File: config.mk
export PLATFORM = sky130hd
export DESIGN_NAME = masked_header_signature_matcher
export DESIGN_NICKNAME = d
export VERILOG_FILES = /design/src/design/mhsm_pkg.sv /design/src/design/mhsm_lane.sv /design/src/design/masked_header_signature_matcher.sv
export VERILOG_INCLUDE_DIRS = /design/src /design/src/design
export SDC_FILE = /design/constraint.sdc
export NUM_CORES = 2
export LEC_CHECK = 0
export BUFFER_PORTS_ARGS = -buffer_cell sky130_fd_sc_hd__buf_2
export CAP_MARGIN = 20
export CORE_MARGIN = 4
export CORE_UTILIZATION = 50
export CTS_BUF_LIST = sky130_fd_sc_hd__clkbuf_16
export DETAILED_ROUTE_END_ITERATION = 16
export MAX_ROUTING_LAYER = met4
export PLACE_DENSITY = 0.65
export SYNTH_ARGS = -nofsm -noshare
export SYNTH_HDL_FRONTEND = slang
export SYNTH_SLANG_ARGS = --single-unit
export TNS_END_PERCENT = 30
File: constraint.sdc
create_clock -name clk -period 17.35 [get_ports clk]
set_input_delay 3.47 -clock clk [delete_from_list [all_inputs] [get_ports clk]]
set_output_delay 3.47 -clock clk [all_outputs]
set_load 0.01 [all_outputs]
File: src/design/masked_header_signature_matcher_assert.svh
// Assertion macros for the masked header signature matcher.
// Used by the top level; expects signals named clk and rst_n in scope.
`ifndef MASKED_HEADER_SIGNATURE_MATCHER_ASSERT_SVH
`define MASKED_HEADER_SIGNATURE_MATCHER_ASSERT_SVH
`ifndef SYNTHESIS
`define MHSM_AST_IMP(lbl, ante, cons) \
  lbl: assert property (@(posedge clk) disable iff (!rst_n) (ante) |-> (cons)) \
    else $error("assertion failed");
`define MHSM_AST_NXT(lbl, ante, cons) \
  lbl: assert property (@(posedge clk) disable iff (!rst_n) (ante) |=> (cons)) \
    else $error("assertion failed");
`else
`define MHSM_AST_IMP(lbl, ante, cons)
`define MHSM_AST_NXT(lbl, ante, cons)
`endif
`endif

File: src/design/mhsm_pkg.sv
// Shared types and constants for the masked header signature matcher.
// No dependencies; used by mhsm_lane and the top level.
`default_nettype none

package mhsm_pkg;

  localparam int MAX_ENTRIES_DEF = 16;
  localparam int MAX_PATTERN_DEF = 8;
  localparam int MAX_OFFSET_DEF  = 255;

  typedef enum logic [1:0] {
    OP_CLEAR  = 2'd0,
    OP_ADD    = 2'd1,
    OP_WRITE  = 2'd2,
    OP_HEADER = 2'd3
  } op_t;

  typedef enum logic [2:0] {
    ST_ADDED   = 3'd0,
    ST_FULL    = 3'd1,
    ST_BADLEN  = 3'd2,
    ST_NOMATCH = 3'd3,
    ST_MATCH   = 3'd4
  } status_t;

  // Broadcast control from the top level to every signature lane.
  typedef struct packed {
    logic       drop;
    logic       hdr;
    logic [7:0] data;
    logic [2:0] wr_pos;
    logic [7:0] wr_pat;
    logic [7:0] wr_mask;
    logic [3:0] add_len;
    logic [7:0] add_start;
    logic [6:0] add_conf;
  } lane_ctl_t;

endpackage

`default_nettype wire

File: src/design/mhsm_lane.sv
// One signature slot: pattern and mask row, span check and masked compare.
// Depends on mhsm_pkg for the lane control struct.
`default_nettype none

module mhsm_lane #(
  parameter int MAX_PATTERN = mhsm_pkg::MAX_PATTERN_DEF,
  parameter int CNT_W       = 9,
  parameter int LEN_W       = 4,
  parameter int POS_W       = 3
) (
  input  wire logic              clk,
  input  wire logic              rst_n,
  input  mhsm_pkg::lane_ctl_t    ctl,
  input  wire logic              add_sel,
  input  wire logic              wr_sel,
  input  wire logic              active,
  input  wire logic [CNT_W-1:0]  cnt,
  input  wire logic [CNT_W-1:0]  cnt_inc,
  output logic [6:0]             cand_conf,
  output logic [7:0]             sig_start,
  output logic [LEN_W-1:0]       sig_len
);

  localparam int CMP_W = ((CNT_W > 8) ? CNT_W : 8) + 1;

  logic [7:0]             pat_r  [MAX_PATTERN];
  logic [7:0]             mask_r [MAX_PATTERN];
  logic [MAX_PATTERN-1:0] mvld_r;
  logic [LEN_W-1:0]       len_r;
  logic [7:0]             start_r;
  logic [6:0]             conf_r;
  logic                   mis_r;

  logic [CMP_W-1:0]   p_ext, pi_ext, s_ext, l_ext, end_ext, k;
  logic [POS_W-1:0]   rd_idx, wr_idx;
  logic [POS_W+2:0]   wr_pos_ext;
  logic [LEN_W+3:0]   add_len_ext;
  logic [7:0]         mask_eff;
  logic               in_span, byte_mis, mis_now, end_ok;

  assign p_ext   = {{(CMP_W-CNT_W){1'b0}}, cnt};
  assign pi_ext  = {{(CMP_W-CNT_W){1'b0}}, cnt_inc};
  assign s_ext   = {{(CMP_W-8){1'b0}}, start_r};
  assign l_ext   = {{(CMP_W-LEN_W){1'b0}}, len_r};
  assign end_ext = s_ext + l_ext;
  assign k       = p_ext - s_ext;
  assign rd_idx  = k[POS_W-1:0];

  assign wr_pos_ext  = {{POS_W{1'b0}}, ctl.wr_pos};
  assign wr_idx      = wr_pos_ext[POS_W-1:0];
  assign add_len_ext = {{LEN_W{1'b0}}, ctl.add_len};

  always_comb begin
    in_span  = active && (p_ext >= s_ext) && (p_ext < end_ext);
    // A mask byte that was never written since the add reads as all ones.
    mask_eff = mvld_r[rd_idx] ? mask_r[rd_idx] : 8'hFF;
    byte_mis = in_span && (((ctl.data ^ pat_r[rd_idx]) & mask_eff) != 8'h00);
    mis_now  = mis_r || byte_mis;
    end_ok   = end_ext <= pi_ext;
    cand_conf = (active && !mis_now && end_ok) ? conf_r : 7'd0;
  end

  assign sig_start = start_r;
  assign sig_len   = len_r;

  always_ff @(posedge clk) begin
    if (!rst_n) begin
      mis_r  <= 1'b0;
      mvld_r <= '0;
    end else begin
      if (ctl.drop) begin
        mis_r <= 1'b0;
      end else if (ctl.hdr) begin
        mis_r <= mis_now;
      end
      if (add_sel) begin
        mvld_r <= '0;
      end else if (wr_sel) begin
        mvld_r[wr_idx] <= 1'b1;
      end
    end
  end

  always_ff @(posedge clk) begin
    if (add_sel) begin
      len_r   <= add_len_ext[LEN_W-1:0];
      start_r <= ctl.add_start;
      conf_r  <= ctl.add_conf;
    end
    if (wr_sel) begin
      pat_r[wr_idx]  <= ctl.wr_pat;
      mask_r[wr_idx] <= ctl.wr_mask;
    end
  end

endmodule

`default_nettype wire

File: src/design/masked_header_signature_matcher.sv
// Top level of the masked header signature matcher.
// Depends on mhsm_pkg, mhsm_lane and masked_header_signature_matcher_assert.svh.
//
// Usage: an item is taken at a rising edge with start high and busy low. The
// opcode picks clear table, add signature, write pattern byte or header byte.
// An add answers with added, table full or bad length and the assigned slot.
// Header bytes stream in one per item; the item with last_byte set answers
// with the best match (highest confidence, earliest slot on ties) or no match.
// Clear and pattern writes give no result, and any of them, or an add, drops a
// header in progress.
// The out_valid flag rises at the edge after the one that takes the item (input
// register, then result register). Throughput is one item per cycle while busy
// is low; every slot compares in parallel and a comparator tree picks the
// winner within the result stage.
// Reset (synchronous, active low) empties the table, drops any header, and
// holds busy high until the first edge after rst_n rises. The receiver
// cannot stall: each result is on the out_ ports for exactly one cycle.
`default_nettype none
`include "masked_header_signature_matcher_assert.svh"

module masked_header_signature_matcher #(
  parameter int MAX_ENTRIES = mhsm_pkg::MAX_ENTRIES_DEF,
  parameter int MAX_PATTERN = mhsm_pkg::MAX_PATTERN_DEF,
  parameter int MAX_OFFSET  = mhsm_pkg::MAX_OFFSET_DEF
) (
  input  wire logic       clk,
  input  wire logic       rst_n,
  input  wire logic       start,
  output logic            busy,
  input  wire logic [1:0] in_opcode,
  input  wire logic [3:0] in_entry_slot,
  input  wire logic [2:0] in_byte_position,
  input  wire logic [7:0] in_pattern_byte,
  input  wire logic [7:0] in_mask_byte,
  input  wire logic [3:0] in_pattern_length,
  input  wire logic [7:0] in_start_offset,
  input  wire logic [6:0] in_confidence_level,
  input  wire logic [7:0] in_data_byte,
  input  wire logic       in_last_byte,
  output logic            out_valid,
  output logic [2:0]      out_result_status,
  output logic [3:0]      out_matched_entry,
  output logic [6:0]      out_matched_confidence,
  output logic [7:0]      out_matched_offset,
  output logic [3:0]      out_matched_length
);

  localparam int IDX_W  = (MAX_ENTRIES > 1) ? $clog2(MAX_ENTRIES) : 1;
  localparam int ECNT_W = $clog2(MAX_ENTRIES + 1);
  localparam int LEN_W  = $clog2(MAX_PATTERN + 1);
  localparam int POS_W  = (MAX_PATTERN > 1) ? $clog2(MAX_PATTERN) : 1;
  localparam int CAP    = MAX_OFFSET + MAX_PATTERN;
  localparam int CNT_W  = (CAP > 0) ? $clog2(CAP + 1) : 1;
  localparam int NODES  = 1 << $clog2(MAX_ENTRIES);

  // Input register.
  logic                busy_r;
  logic                ivld_r;
  mhsm_pkg::op_t       op_r;
  logic [3:0]          slot_r;
  logic [2:0]          pos_r;
  logic [7:0]          pat_r, mask_r, start_r, data_r;
  logic [3:0]          len_r;
  logic [6:0]          conf_r;
  logic                last_r;

  // Block state.
  logic [ECNT_W-1:0]   ecnt_r, ecnt_nxt;
  logic [CNT_W-1:0]    bcnt_r, bcnt_nxt, bcnt_inc;

  // Result register.
  logic                ovld_r, ovld_nxt;
  mhsm_pkg::status_t   ost_r, ost_nxt;
  logic [3:0]          oent_r, oent_nxt;
  logic [6:0]          oconf_r, oconf_nxt;
  logic [7:0]          ooff_r, ooff_nxt;
  logic [3:0]          olen_r, olen_nxt;

  logic                is_clr, is_add, is_wr, is_hdr;
  logic                bad_len, tbl_full, add_ok, wr_ok, hdr_last;
  mhsm_pkg::lane_ctl_t ctl;

  logic [MAX_ENTRIES-1:0] add_sel, wr_sel, active;
  logic [6:0]             lane_conf  [MAX_ENTRIES];
  logic [7:0]             lane_start [MAX_ENTRIES];
  logic [LEN_W-1:0]       lane_len   [MAX_ENTRIES];

  logic [6:0]             node_conf [2*NODES-1];
  logic [IDX_W-1:0]       node_idx  [2*NODES-1];

  logic [IDX_W-1:0]       best_idx;
  logic [6:0]             best_conf;
  logic [IDX_W+3:0]       best_idx_ext;
  logic [LEN_W+3:0]       best_len_ext;
  logic [ECNT_W+3:0]      add_slot_ext;

  always_ff @(posedge clk) begin
    if (!rst_n) begin
      busy_r <= 1'b1;
      ivld_r <= 1'b0;
    end else begin
      busy_r <= 1'b0;
      ivld_r <= start && !busy_r;
    end
  end

  always_ff @(posedge clk) begin
    if (start && !busy_r) begin
      op_r    <= mhsm_pkg::op_t'(in_opcode);
      slot_r  <= in_entry_slot;
      pos_r   <= in_byte_position;
      pat_r   <= in_pattern_byte;
      mask_r  <= in_mask_byte;
      len_r   <= in_pattern_length;
      start_r <= in_start_offset;
      conf_r  <= in_confidence_level;
      data_r  <= in_data_byte;
      last_r  <= in_last_byte;
    end
  end

  always_comb begin
    is_clr = 1'b0;
    is_add = 1'b0;
    is_wr  = 1'b0;
    is_hdr = 1'b0;
    unique case (op_r)
      mhsm_pkg::OP_CLEAR:  is_clr = ivld_r;
      mhsm_pkg::OP_ADD:    is_add = ivld_r;
      mhsm_pkg::OP_WRITE:  is_wr  = ivld_r;
      mhsm_pkg::OP_HEADER: is_hdr = ivld_r;
      default:             is_clr = 1'b0;
    endcase
  end

  always_comb begin
    bad_len  = (len_r == 4'd0) || ({1'b0, len_r} > 5'(MAX_PATTERN)) ||
               ({5'd0, start_r} > 13'(MAX_OFFSET));
    tbl_full = ecnt_r == ECNT_W'(MAX_ENTRIES);
    add_ok   = is_add && !bad_len && !tbl_full;
    wr_ok    = is_wr && ({3'd0, slot_r} < 7'(MAX_ENTRIES)) &&
               ({2'd0, pos_r} < 5'(MAX_PATTERN));
    hdr_last = is_hdr && last_r;
    bcnt_inc = (bcnt_r < CNT_W'(CAP)) ? bcnt_r + 1'b1 : bcnt_r;

    ctl.drop      = is_clr || is_add || is_wr || hdr_last;
    ctl.hdr       = is_hdr;
    ctl.data      = data_r;
    ctl.wr_pos    = pos_r;
    ctl.wr_pat    = pat_r;
    ctl.wr_mask   = mask_r;
    ctl.add_len   = len_r;
    ctl.add_start = start_r;
    ctl.add_conf  = conf_r;

    if (is_clr) begin
      ecnt_nxt = '0;
    end else if (add_ok) begin
      ecnt_nxt = ecnt_r + 1'b1;
    end else begin
      ecnt_nxt = ecnt_r;
    end

    if (ctl.drop) begin
      bcnt_nxt = '0;
    end else if (is_hdr) begin
      bcnt_nxt = bcnt_inc;
    end else begin
      bcnt_nxt = bcnt_r;
    end
  end

  for (genvar i = 0; i < MAX_ENTRIES; i++) begin : g_lane
    assign add_sel[i] = add_ok && (ecnt_r == ECNT_W'(i));
    assign wr_sel[i]  = wr_ok && ({3'd0, slot_r} == 7'(i));
    assign active[i]  = ECNT_W'(i) < ecnt_r;

    mhsm_lane #(
      .MAX_PATTERN (MAX_PATTERN),
      .CNT_W       (CNT_W),
      .LEN_W       (LEN_W),
      .POS_W       (POS_W)
    ) u_lane (
      .clk       (clk),
      .rst_n     (rst_n),
      .ctl       (ctl),
      .add_sel   (add_sel[i]),
      .wr_sel    (wr_sel[i]),
      .active    (active[i]),
      .cnt       (bcnt_r),
      .cnt_inc   (bcnt_inc),
      .cand_conf (lane_conf[i]),
      .sig_start (lane_start[i]),
      .sig_len   (lane_len[i])
    );
  end

  // Max-confidence tree; the left (lower slot) side keeps ties, and a
  // confidence of zero marks no candidate.
  for (genvar i = 0; i < NODES; i++) begin : g_leaf
    if (i < MAX_ENTRIES) begin : g_real
      assign node_conf[NODES-1+i] = lane_conf[i];
      assign node_idx[NODES-1+i]  = IDX_W'(i);
    end else begin : g_pad
      assign node_conf[NODES-1+i] = 7'd0;
      assign node_idx[NODES-1+i]  = '0;
    end
  end

  for (genvar j = 0; j < NODES - 1; j++) begin : g_node
    assign node_conf[j] = (node_conf[2*j+2] > node_conf[2*j+1]) ?
                          node_conf[2*j+2] : node_conf[2*j+1];
    assign node_idx[j]  = (node_conf[2*j+2] > node_conf[2*j+1]) ?
                          node_idx[2*j+2] : node_idx[2*j+1];
  end

  assign best_idx     = node_idx[0];
  assign best_conf    = node_conf[0];
  assign best_idx_ext = {4'd0, best_idx};
  assign best_len_ext = {4'd0, lane_len[best_idx]};
  assign add_slot_ext = {4'd0, ecnt_r};

  always_comb begin
    ovld_nxt  = is_add || hdr_last;
    ost_nxt   = mhsm_pkg::ST_NOMATCH;
    oent_nxt  = 4'd0;
    oconf_nxt = 7'd0;
    ooff_nxt  = 8'd0;
    olen_nxt  = 4'd0;
    priority if (is_add && bad_len) begin
      ost_nxt = mhsm_pkg::ST_BADLEN;
    end else if (is_add && tbl_full) begin
      ost_nxt = mhsm_pkg::ST_FULL;
    end else if (is_add) begin
      ost_nxt  = mhsm_pkg::ST_ADDED;
      oent_nxt = add_slot_ext[3:0];
    end else if (best_conf != 7'd0) begin
      ost_nxt   = mhsm_pkg::ST_MATCH;
      oent_nxt  = best_idx_ext[3:0];
      oconf_nxt = best_conf;
      ooff_nxt  = lane_start[best_idx];
      olen_nxt  = best_len_ext[3:0];
    end else begin
      ost_nxt = mhsm_pkg::ST_NOMATCH;
    end
  end

  always_ff @(posedge clk) begin
    if (!rst_n) begin
      ecnt_r <= '0;
      bcnt_r <= '0;
      ovld_r <= 1'b0;
    end else begin
      ecnt_r <= ecnt_nxt;
      bcnt_r <= bcnt_nxt;
      ovld_r <= ovld_nxt;
    end
  end

  always_ff @(posedge clk) begin
    ost_r   <= ost_nxt;
    oent_r  <= oent_nxt;
    oconf_r <= oconf_nxt;
    ooff_r  <= ooff_nxt;
    olen_r  <= olen_nxt;
  end

  assign busy                   = busy_r;
  assign out_valid              = ovld_r;
  assign out_result_status      = ost_r;
  assign out_matched_entry      = oent_r;
  assign out_matched_confidence = oconf_r;
  assign out_matched_offset     = ooff_r;
  assign out_matched_length     = olen_r;

  `MHSM_AST_NXT(a_add_answers, is_add, ovld_r)
  `MHSM_AST_NXT(a_write_silent, is_wr || is_clr || (is_hdr && !last_r), !ovld_r)
  `MHSM_AST_IMP(a_match_conf, ovld_r && (ost_r == mhsm_pkg::ST_MATCH), oconf_r != 7'd0)
  `MHSM_AST_IMP(a_count_bound, 1'b1, ecnt_r <= ECNT_W'(MAX_ENTRIES))
  `MHSM_AST_NXT(a_drop_clears, ctl.drop, bcnt_r == '0)

endmodule

`default_nettype wire

* After elaboration in Yosys (flattened, before gate mapping)
Memories as Yosys holds them, arrays and structs flattened.
Cells that the tools add are included.
** Storage, ports and cells
- Register bits :: 544
- Memory bits (writable) :: 2048
- Memories kept :: 32
- Output and inout port bits :: 28
- Logic and storage cells :: 698
** Memory list
- g_lane[0].u_lane.mask_r :: depth 8, width 8, rd ports 1, clocked after Yosys merged registers in 0, wr ports 1, line mhsm_lane.sv:27 : logic [7:0] mask_r [MAX_PATTERN];
- g_lane[0].u_lane.pat_r :: depth 8, width 8, rd ports 1, clocked after Yosys merged registers in 0, wr ports 1, line mhsm_lane.sv:26 : logic [7:0] pat_r [MAX_PATTERN];
- g_lane[10].u_lane.mask_r :: depth 8, width 8, rd ports 1, clocked after Yosys merged registers in 0, wr ports 1, line mhsm_lane.sv:27
- g_lane[10].u_lane.pat_r :: depth 8, width 8, rd ports 1, clocked after Yosys merged registers in 0, wr ports 1, line mhsm_lane.sv:26
- g_lane[11].u_lane.mask_r :: depth 8, width 8, rd ports 1, clocked after Yosys merged registers in 0, wr ports 1, line mhsm_lane.sv:27
- g_lane[11].u_lane.pat_r :: depth 8, width 8, rd ports 1, clocked after Yosys merged registers in 0, wr ports 1, line mhsm_lane.sv:26
- 26 more memories
** Operators by class
- $lt $le $gt $ge :: 100
- Add/subtract/negate cells :: 34
- Equality and inequality tests :: 34
- Bitwise logic cells :: 51
- Mux-type cells :: 145
- Reduce and logical (&&, ||, !) cells :: 201
** Operators with widths (count)
- $mux 7 :: 31
- $le 10x9->1 :: 16
- $add 8x4->9 :: 16
- $ge 9x8->1 :: 16
- $lt 9x9->1 :: 16
- $mux 8 :: 18
- $and 8x8->8 :: 16
- $or 8x8->8 :: 16
- $reduce_bool 8->1 :: 16
- $xor 8x8->8 :: 16
- $logic_and 1x1->1 :: 119
- $gt 7x7->1 :: 15
- $lt 3x4->1 const B :: 17
- $mux 1 :: 62
- $bmux 1 s3 :: 16
- $sub 3x3->3 :: 16
- $mux 4 :: 11
- $eq 5x4->1 const B :: 8
- $lt 4x5->1 const A :: 8
- $reduce_or 2->1 :: 19
- $bmux 8 s4 :: 1
- $eq 4x4->1 const B :: 8
- $logic_or 1x1->1 :: 21
- $eq 5x3->1 const B :: 4
- other kinds (31) :: 63

* Depth between registers and ports, before layout
- Word-level depth :: 24
- Gate-level depth with buffers :: 62
- Mapped depth without buffers :: 58

* By module
From an unflattened synthesis, not the netlist that was laid out.
** Second synthesis, totals
- Cell total of the unflattened synthesis :: 8397
- Area, all modules :: 124025.2 um^2
** By module, submodules not included
- mhsm_lane (g_lane[3].u_lane ...) :: sequential area each 4594.4 um^2, times used 7, area each 7081.8 um^2, cells an instance 443
- mhsm_lane (g_lane[10].u_lane ...) :: sequential area each 4594.4 um^2, times used 6, area each 7166.9 um^2, cells an instance 446
- mhsm_lane (g_lane[0].u_lane ...) :: sequential area each 4594.4 um^2, times used 3, area each 7183.1 um^2, cells an instance 454
- masked_header_signature_matcher :: sequential area each 2452.4 um^2, times used 1, area each 9902.0 um^2, cells an instance 1258

* Worst setup path before layout
No wires, ideal clock.
- Kind :: flip-flop to flip-flop
- Start point :: register bcnt_r[1]
- End point :: register ooff_r[1], in the netlist out_matched_offset[1]
- Cell stages (with the launch flop) :: 52
- Setup time :: 136 ps
- Clock period less this slack :: 13302 ps
- Path buffers :: 6
- Arrival :: 13166 ps
- Slack :: 4048 ps
- Cells stage by stage :: dfxtp_1 -> nand3_1 -> nor2_1 -> nand3_1 -> xor2_1 -> ha_1 -> and4_1 -> a221o_1 -> a221o_1 -> a211oi_1 -> o21ai_1 -> o21ba_2 -> buf_2 -> and2_1 -> ha_1 -> nor2b_1 -> o21ai_0 -> a21oi_1 -> [... 16 more ...] -> nand3_1 -> o221ai_1 -> inv_1 -> ha_1 -> nor2b_1 -> o21a_1 -> o21a_1 -> nor3_1 -> a41oi_1 -> clkbuf_1 -> o21ai_1 -> clkbuf_1 -> clkbuf_1 -> a21oi_1 -> o211ai_1 -> o21ai_0 -> o21ai_0 -> nor3_2
** On the way
- Cells in the longest elaborated chain, start to end :: 24
- Elaborated cells on any way between the ends :: 375
- Those cells by class :: add/sub (17); order compare (64); mux (98); bitwise (34); reduce/logical (130); memory (32)
** RTL lines
- from (decl) :: line masked_header_signature_matcher.sv:69 : logic [CNT_W-1:0] bcnt_r, bcnt_nxt, bcnt_inc;
- from (signal assigned) :: line masked_header_signature_matcher.sv:255 : bcnt_r <= bcnt_nxt;
- $sub 3x3->3 :: line mhsm_lane.sv:46 : assign k = p_ext - s_ext;
- $bmux 1 s3 :: line mhsm_lane.sv:56 : mask_eff = mvld_r[rd_idx] ? mask_r[rd_idx] : 8'hFF;
- $mux 1 (implied by the code) :: line mhsm_lane.sv:56
- $mux 8 :: line mhsm_lane.sv:56
- $and 8x8->8 :: line mhsm_lane.sv:57 : byte_mis = in_span && (((ctl.data ^ pat_r[rd_idx]) & mask_eff) != 8'h00);
- $reduce_bool 8->1 :: line mhsm_lane.sv:57
- $logic_and 1x1->1 :: line mhsm_lane.sv:57
- $logic_or 1x1->1 :: line mhsm_lane.sv:58 : mis_now = mis_r || byte_mis;
- [... 7 more ...]
- $mux 7 :: line masked_header_signature_matcher.sv:211 : assign node_conf[j] = (node_conf[2*j+2] > node_conf[2*j+1]) ?
- $gt 7x7->1 :: line masked_header_signature_matcher.sv:211, masked_header_signature_matcher.sv:213
- $mux 7 :: line masked_header_signature_matcher.sv:211
- $gt 7x7->1 :: line masked_header_signature_matcher.sv:211, masked_header_signature_matcher.sv:213
- $mux 4 :: line masked_header_signature_matcher.sv:213 : assign node_idx[j] = (node_conf[2*j+2] > node_conf[2*j+1]) ?
- $not 4->5 (implied by the code) :: line masked_header_signature_matcher.sv:241 : ooff_nxt = lane_start[best_idx];
- $bmux 8 s4 :: line masked_header_signature_matcher.sv:241
- $mux 8 (implied by the code) (2 in a row) :: line masked_header_signature_matcher.sv:241
- to (signal assigned) :: line masked_header_signature_matcher.sv:264 : ooff_r <= ooff_nxt;
- to (decl) :: line masked_header_signature_matcher.sv:76 : logic [7:0] ooff_r, ooff_nxt;
Several ways; a longest one is shown, not always the timed one. The select of a mux whose other input is x is not followed.
A chain may end at the register's enable or synchronous reset.

* Worst setup path in the final report
- Start point :: register bcnt_r[0]
- End point :: register olen_r[1], in the netlist out_matched_length[1]
** On the way
- Cells in the longest elaborated chain, start to end :: 24
- Elaborated cells on any way between the ends :: 375
- Those cells by class :: add/sub (17); order compare (64); mux (98); bitwise (34); reduce/logical (130); memory (32)
** RTL lines
- $sub 3x3->3 :: line mhsm_lane.sv:46
- $bmux 1 s3 :: line mhsm_lane.sv:56
- $mux 1 (implied by the code) :: line mhsm_lane.sv:56
- $mux 8 :: line mhsm_lane.sv:56
- $and 8x8->8 :: line mhsm_lane.sv:57
- $reduce_bool 8->1 :: line mhsm_lane.sv:57
- $logic_and 1x1->1 :: line mhsm_lane.sv:57
- $logic_or 1x1->1 :: line mhsm_lane.sv:58
- [... 7 more ...]
- $mux 7 :: line masked_header_signature_matcher.sv:211
- $gt 7x7->1 :: line masked_header_signature_matcher.sv:211, masked_header_signature_matcher.sv:213
- $mux 7 :: line masked_header_signature_matcher.sv:211
- $gt 7x7->1 :: line masked_header_signature_matcher.sv:211, masked_header_signature_matcher.sv:213
- $mux 4 :: line masked_header_signature_matcher.sv:213
- $not 4->5 (implied by the code) :: line masked_header_signature_matcher.sv:220 : assign best_len_ext = {4'd0, lane_len[best_idx]};
- $bmux 4 s4 :: line masked_header_signature_matcher.sv:220
- $mux 4 (implied by the code) (2 in a row) :: line masked_header_signature_matcher.sv:220
- to (signal assigned) :: line masked_header_signature_matcher.sv:265 : olen_r <= olen_nxt;
- to (decl) :: line masked_header_signature_matcher.sv:77 : logic [3:0] olen_r, olen_nxt;
Several ways; a longest one is shown, not always the timed one. The select of a mux whose other input is x is not followed.

==> results.md <==
- Die W: between 500 and 600 um
- Num ports: 84
- Port Buffer Count: 83
- Post-Synth Adder-Cell Area: ~6.4%
- Ys async rst share: 0%
- Total number of vias: 75,700
- Simple-gate share of the synthesized area: 7.00%
- Placed instance count: 11,500
- Critical-path top delay cell: fa_2
- Worst reg-to-reg setup slack: between 2 and 2.5 ns
- Fin Setup TNS: 0 ns
- Largest net degree at the start of global routing: 129
- Final wirelength: 369 mm
- Yosys top cell by area: edfxtp_1
- Synth unique cells: between 100 and 150
- CP endpoint kind: flip-flop
- Vias per inst: around 6.3
- Switching Share: 21.0%
- Syn Inst Count: approximately 8,200
- CTS Root Buffer Type: clkbuf_16
- Final min period: 15.15 ns
- Synth Warn #: 0
- Clk_skew: around 0.12 ns
- Die height: 503 um
- XOR/XNOR Fraction of Synth Area: 3.22%
- Syn nets: 8,868
- Layout Nets: 9,257
- Most used cell, CP: buf_4
- Clock power frac: 45.2%
- Vias in the first global route: 75,300
- Number of routed nets with antenna violations: 0
- DRC errors left: 0
- DP Area: 129,000 sq um
- Worst Path Required: 18.17 ns
- Remaining global-route overflow: 0
- Worst-path clk slew: 0.06 ns
- Sequential share of the synthesized area: 61.9%
- Internal power: slightly above 10 mW
- DR iter-0 viols: about 8,900
- Status: finished, final reports clean
- Fin cells: 12,000
- Layout cells sized above 1: ~17%
- # rows: between 150 and 200
- Net switching power: 2.77 mW
- Setup Crit Path Kind: flip-flop to flip-flop
- Area delta synth->final: 12.5%
- Peak Freq: between 0.06 and 0.07 GHz
- Hold Violations, Final: 0
- CTS Sinks: 2,592
- Final setup vio count: 0
- CTS Buf Count: 296
- Max cap viols: 0
- Logic pwr share: 2.9%
- Final Cycle Share: 87.3%
- P_leak: 49.1 nW
- Routed wire length per instance: 30.7 um
- Post-CTS setup buffers: 0
- CP Max Fanout: 36
- Final Cell Area: 138,000 sq um
- HPWL after DPL: 244 mm
- Synthesized area: 123,000 sq um
- Post-synthesis compound-gate area fraction: 7.18%
- Synth top area share: 58.9%
- Post-synthesis mux area share: a little under an eighth
- Worst hold margin: 0.461 ns
- WP data arrival: around 16 ns
- Worst vdd ir: 107 uV
- Routability cong.: ~1.0
- CP Launch Type: flip-flop
- Slew Limit Headroom: 21.6%
- Starting Density: roughly 50%
- Synth top area cells: edfxtp_1 59%, mux4_2 8.5%, ha_1 5.8%, dfxtp_1 3.1%, mux2i_1 2.6%
- Tot GR Track Use: about 30%
- Flops & latches, synth: between 2,000 and 3,000
- First-pass GRT wire length: 532 mm
- Final core occ: between 50% and 60%
- Cts hold-fix bufs: 0
- Synth Area per Inst: roughly 15 sq um
- Pwr Density: between 90 and 100 nW/um^2
- Pre-antenna DRT Iters: 6
- Fillers: 18,900
- Max stage delay on crit path: 1.09 ns
- Core area: 244,000 sq um
- Clock Latency Late Sink: approximately 0.97 ns
- Min-Delay Path Class: flip-flop to flip-flop
- Worst-Margin Slew: around 1.2 ns
- Slew Limit Fails: 0
- Top_reg_cell synth: edfxtp_1
- Initial antenna violation count: 18
- CTS max path bufs: 4
- RSZ-0062 raised after global routing: no
- Seq pwr share: 51.9%
- EDFF count, synth: ~2,400
- Post-cts gate resize count: 0
- Multi-input gate area: 43,800 sq um
- Register cell area after layout: 76,000 sq um
- Largest family of logic cells by synthesized area: multiplexers
- CTS tree: built
- Die ar.: 253,000 sq um
- H-Tree Depth: 5
==> final cells by class <==
| class | count | share of cell area [%] |
|---|---|---|
| antenna | 7 | 0.0127 |
| multi-input combinational | 4849 | 31.8 |
| timing repair buffer | 421 | 2.40 |
| tap | 3202 | 2.90 |
| inverter | 436 | 1.19 |
| sequential | 2592 | 55.1 |
| clock inverter | 212 | 1.15 |
| clock buffer | 302 | 5.48 |
==> cell families (layout without fill, tap and decap cells) <==
family,after synthesis,after routing
adder cells (fa/ha/maj),605,605
other,0,7
AO/OA/AOI/OAI,1256,1256
XOR/XNOR,449,449
flip-flops,2592,2592
AND/OR/NAND/NOR,1698,1698
buffers and inverters,766,1371
multiplexers,841,841
==> worst paths after layout <==
| kind | start | to | cells past startpoint |
|---|---|---|---|
| max reg2reg | bcnt_r[0]$_SDFFE_PP0P_ | out_matched_length[1]$_SDFF_PP0_ | 56 |
| min reg2reg | g_lane[10].u_lane.mvld_r[0]$_SDFFE_PP0P_ | g_lane[10].u_lane.mvld_r[0]$_SDFFE_PP0P_ | 1 |
| min | g_lane[10].u_lane.mvld_r[0]$_SDFFE_PP0P_ | g_lane[10].u_lane.mvld_r[0]$_SDFFE_PP0P_ | 1 |
| max | bcnt_r[0]$_SDFFE_PP0P_ | out_matched_length[1]$_SDFF_PP0_ | 56 |
==> cell usage in the layout, fill, tap and decap left out, types with 70 or more instances in the layout <==
master | Yosys | routed
inv_1 | 429 | 477
nand2b_1 | 80 | 80
o211ai_1 | 96 | 96
nand4_1 | 80 | 80
and2_1 | 70 | 70
a211oi_1 | 82 | 82
buf_2 | 138 | 84
o21a_1 | 111 | 111
ha_1 | 573 | 557
nand2_1 | 330 | 329
nor2_1 | 492 | 446
nor3_1 | 90 | 86
o21ai_0 | 193 | 193
nor2b_1 | 121 | 120
a21oi_1 | 231 | 229
dfxtp_1 | 187 | 179
xor2_1 | 90 | 86
edfxtp_1 | 2405 | 2405
clkbuf_16 | 0 | 302
buf_4 | 30 | 305
mux4_2 | 461 | 461
xnor2_1 | 357 | 350
a21o_1 | 117 | 117
mux2i_1 | 323 | 323
nand3_1 | 159 | 157
==> routing by layer <==
metal | track usage (%) | wire length, um
met2 | 45.4 | 169000
met1 | 41.3 | 152000
met4 | 10.1 | 14500
met3 | 5.10 | 33300
met5 | - | 0
==> power groups by stage <==
stage                     combinational, mW  clock, mW  sequential [mW]
final                                 0.380       5.95             6.82
after global routing                  0.397       6.30             6.82
after CTS                             0.375       6.03             6.82
after detailed placement              0.374          0             6.95
after global placement                0.364          0             6.96
after floorplan                       0.172          0             6.98
==> worst max-delay path, delay by kind of cell, from the launching register on <==
kind | cells | cell delay [ns]
AOI/OAI and AO/OA | 22 | 6.00
adders and majority gates | 6 | 2.60
buffers and inverters | 11 | 2.94
DFF | 1 | 0.31
muxes | 2 | 0.75
and+or+nand+nor | 15 | 2.36
==> synth_stat cells, types with 90 or more instances <==
cell / instances
nand2_1: 330
xor2_1: 90
a21o_1: 117
mux4_2: 461
inv_1: 429
nor2_1: 492
buf_2: 138
nor3_1: 90
ha_1: 573
xnor2_1: 357
mux2i_1: 323
o21ai_0: 193
nand3_1: 159
edfxtp_1: 2405
o211ai_1: 96
clkbuf_1: 122
dfxtp_1: 187
a21oi_1: 231
o21a_1: 111
nor2b_1: 121
==> sequential cells by signal (all words and copies together), names as in the netlist, 7 cells and up <==
| signal | cells |
|---|---|
| bcnt_r | 9 |
| conf_r | 7 |
| data_r | 8 |
| g_lane.u_lane.conf_r | 112 |
| g_lane.u_lane.mask_r | 1024 |
| g_lane.u_lane.mis_r | 16 |
| g_lane.u_lane.mvld_r | 128 |
| g_lane.u_lane.pat_r | 1024 |
| g_lane.u_lane.sig_len | 64 |
| g_lane.u_lane.sig_start | 128 |
| mask_r | 8 |
| out_matched_confidence | 7 |
| out_matched_offset | 8 |
| pat_r | 8 |
| start_r | 8 |
==> stage by stage <==
step	total power [mW]	setup WS, ns
after floorplan	7.15	4.05
after global placement	7.32	2.23
after detailed placement	7.33	2.14
after CTS	13.2	2.14
after global routing	13.5	1.16
final	13.1	2.20
Power figures use the tool's default switching activity.
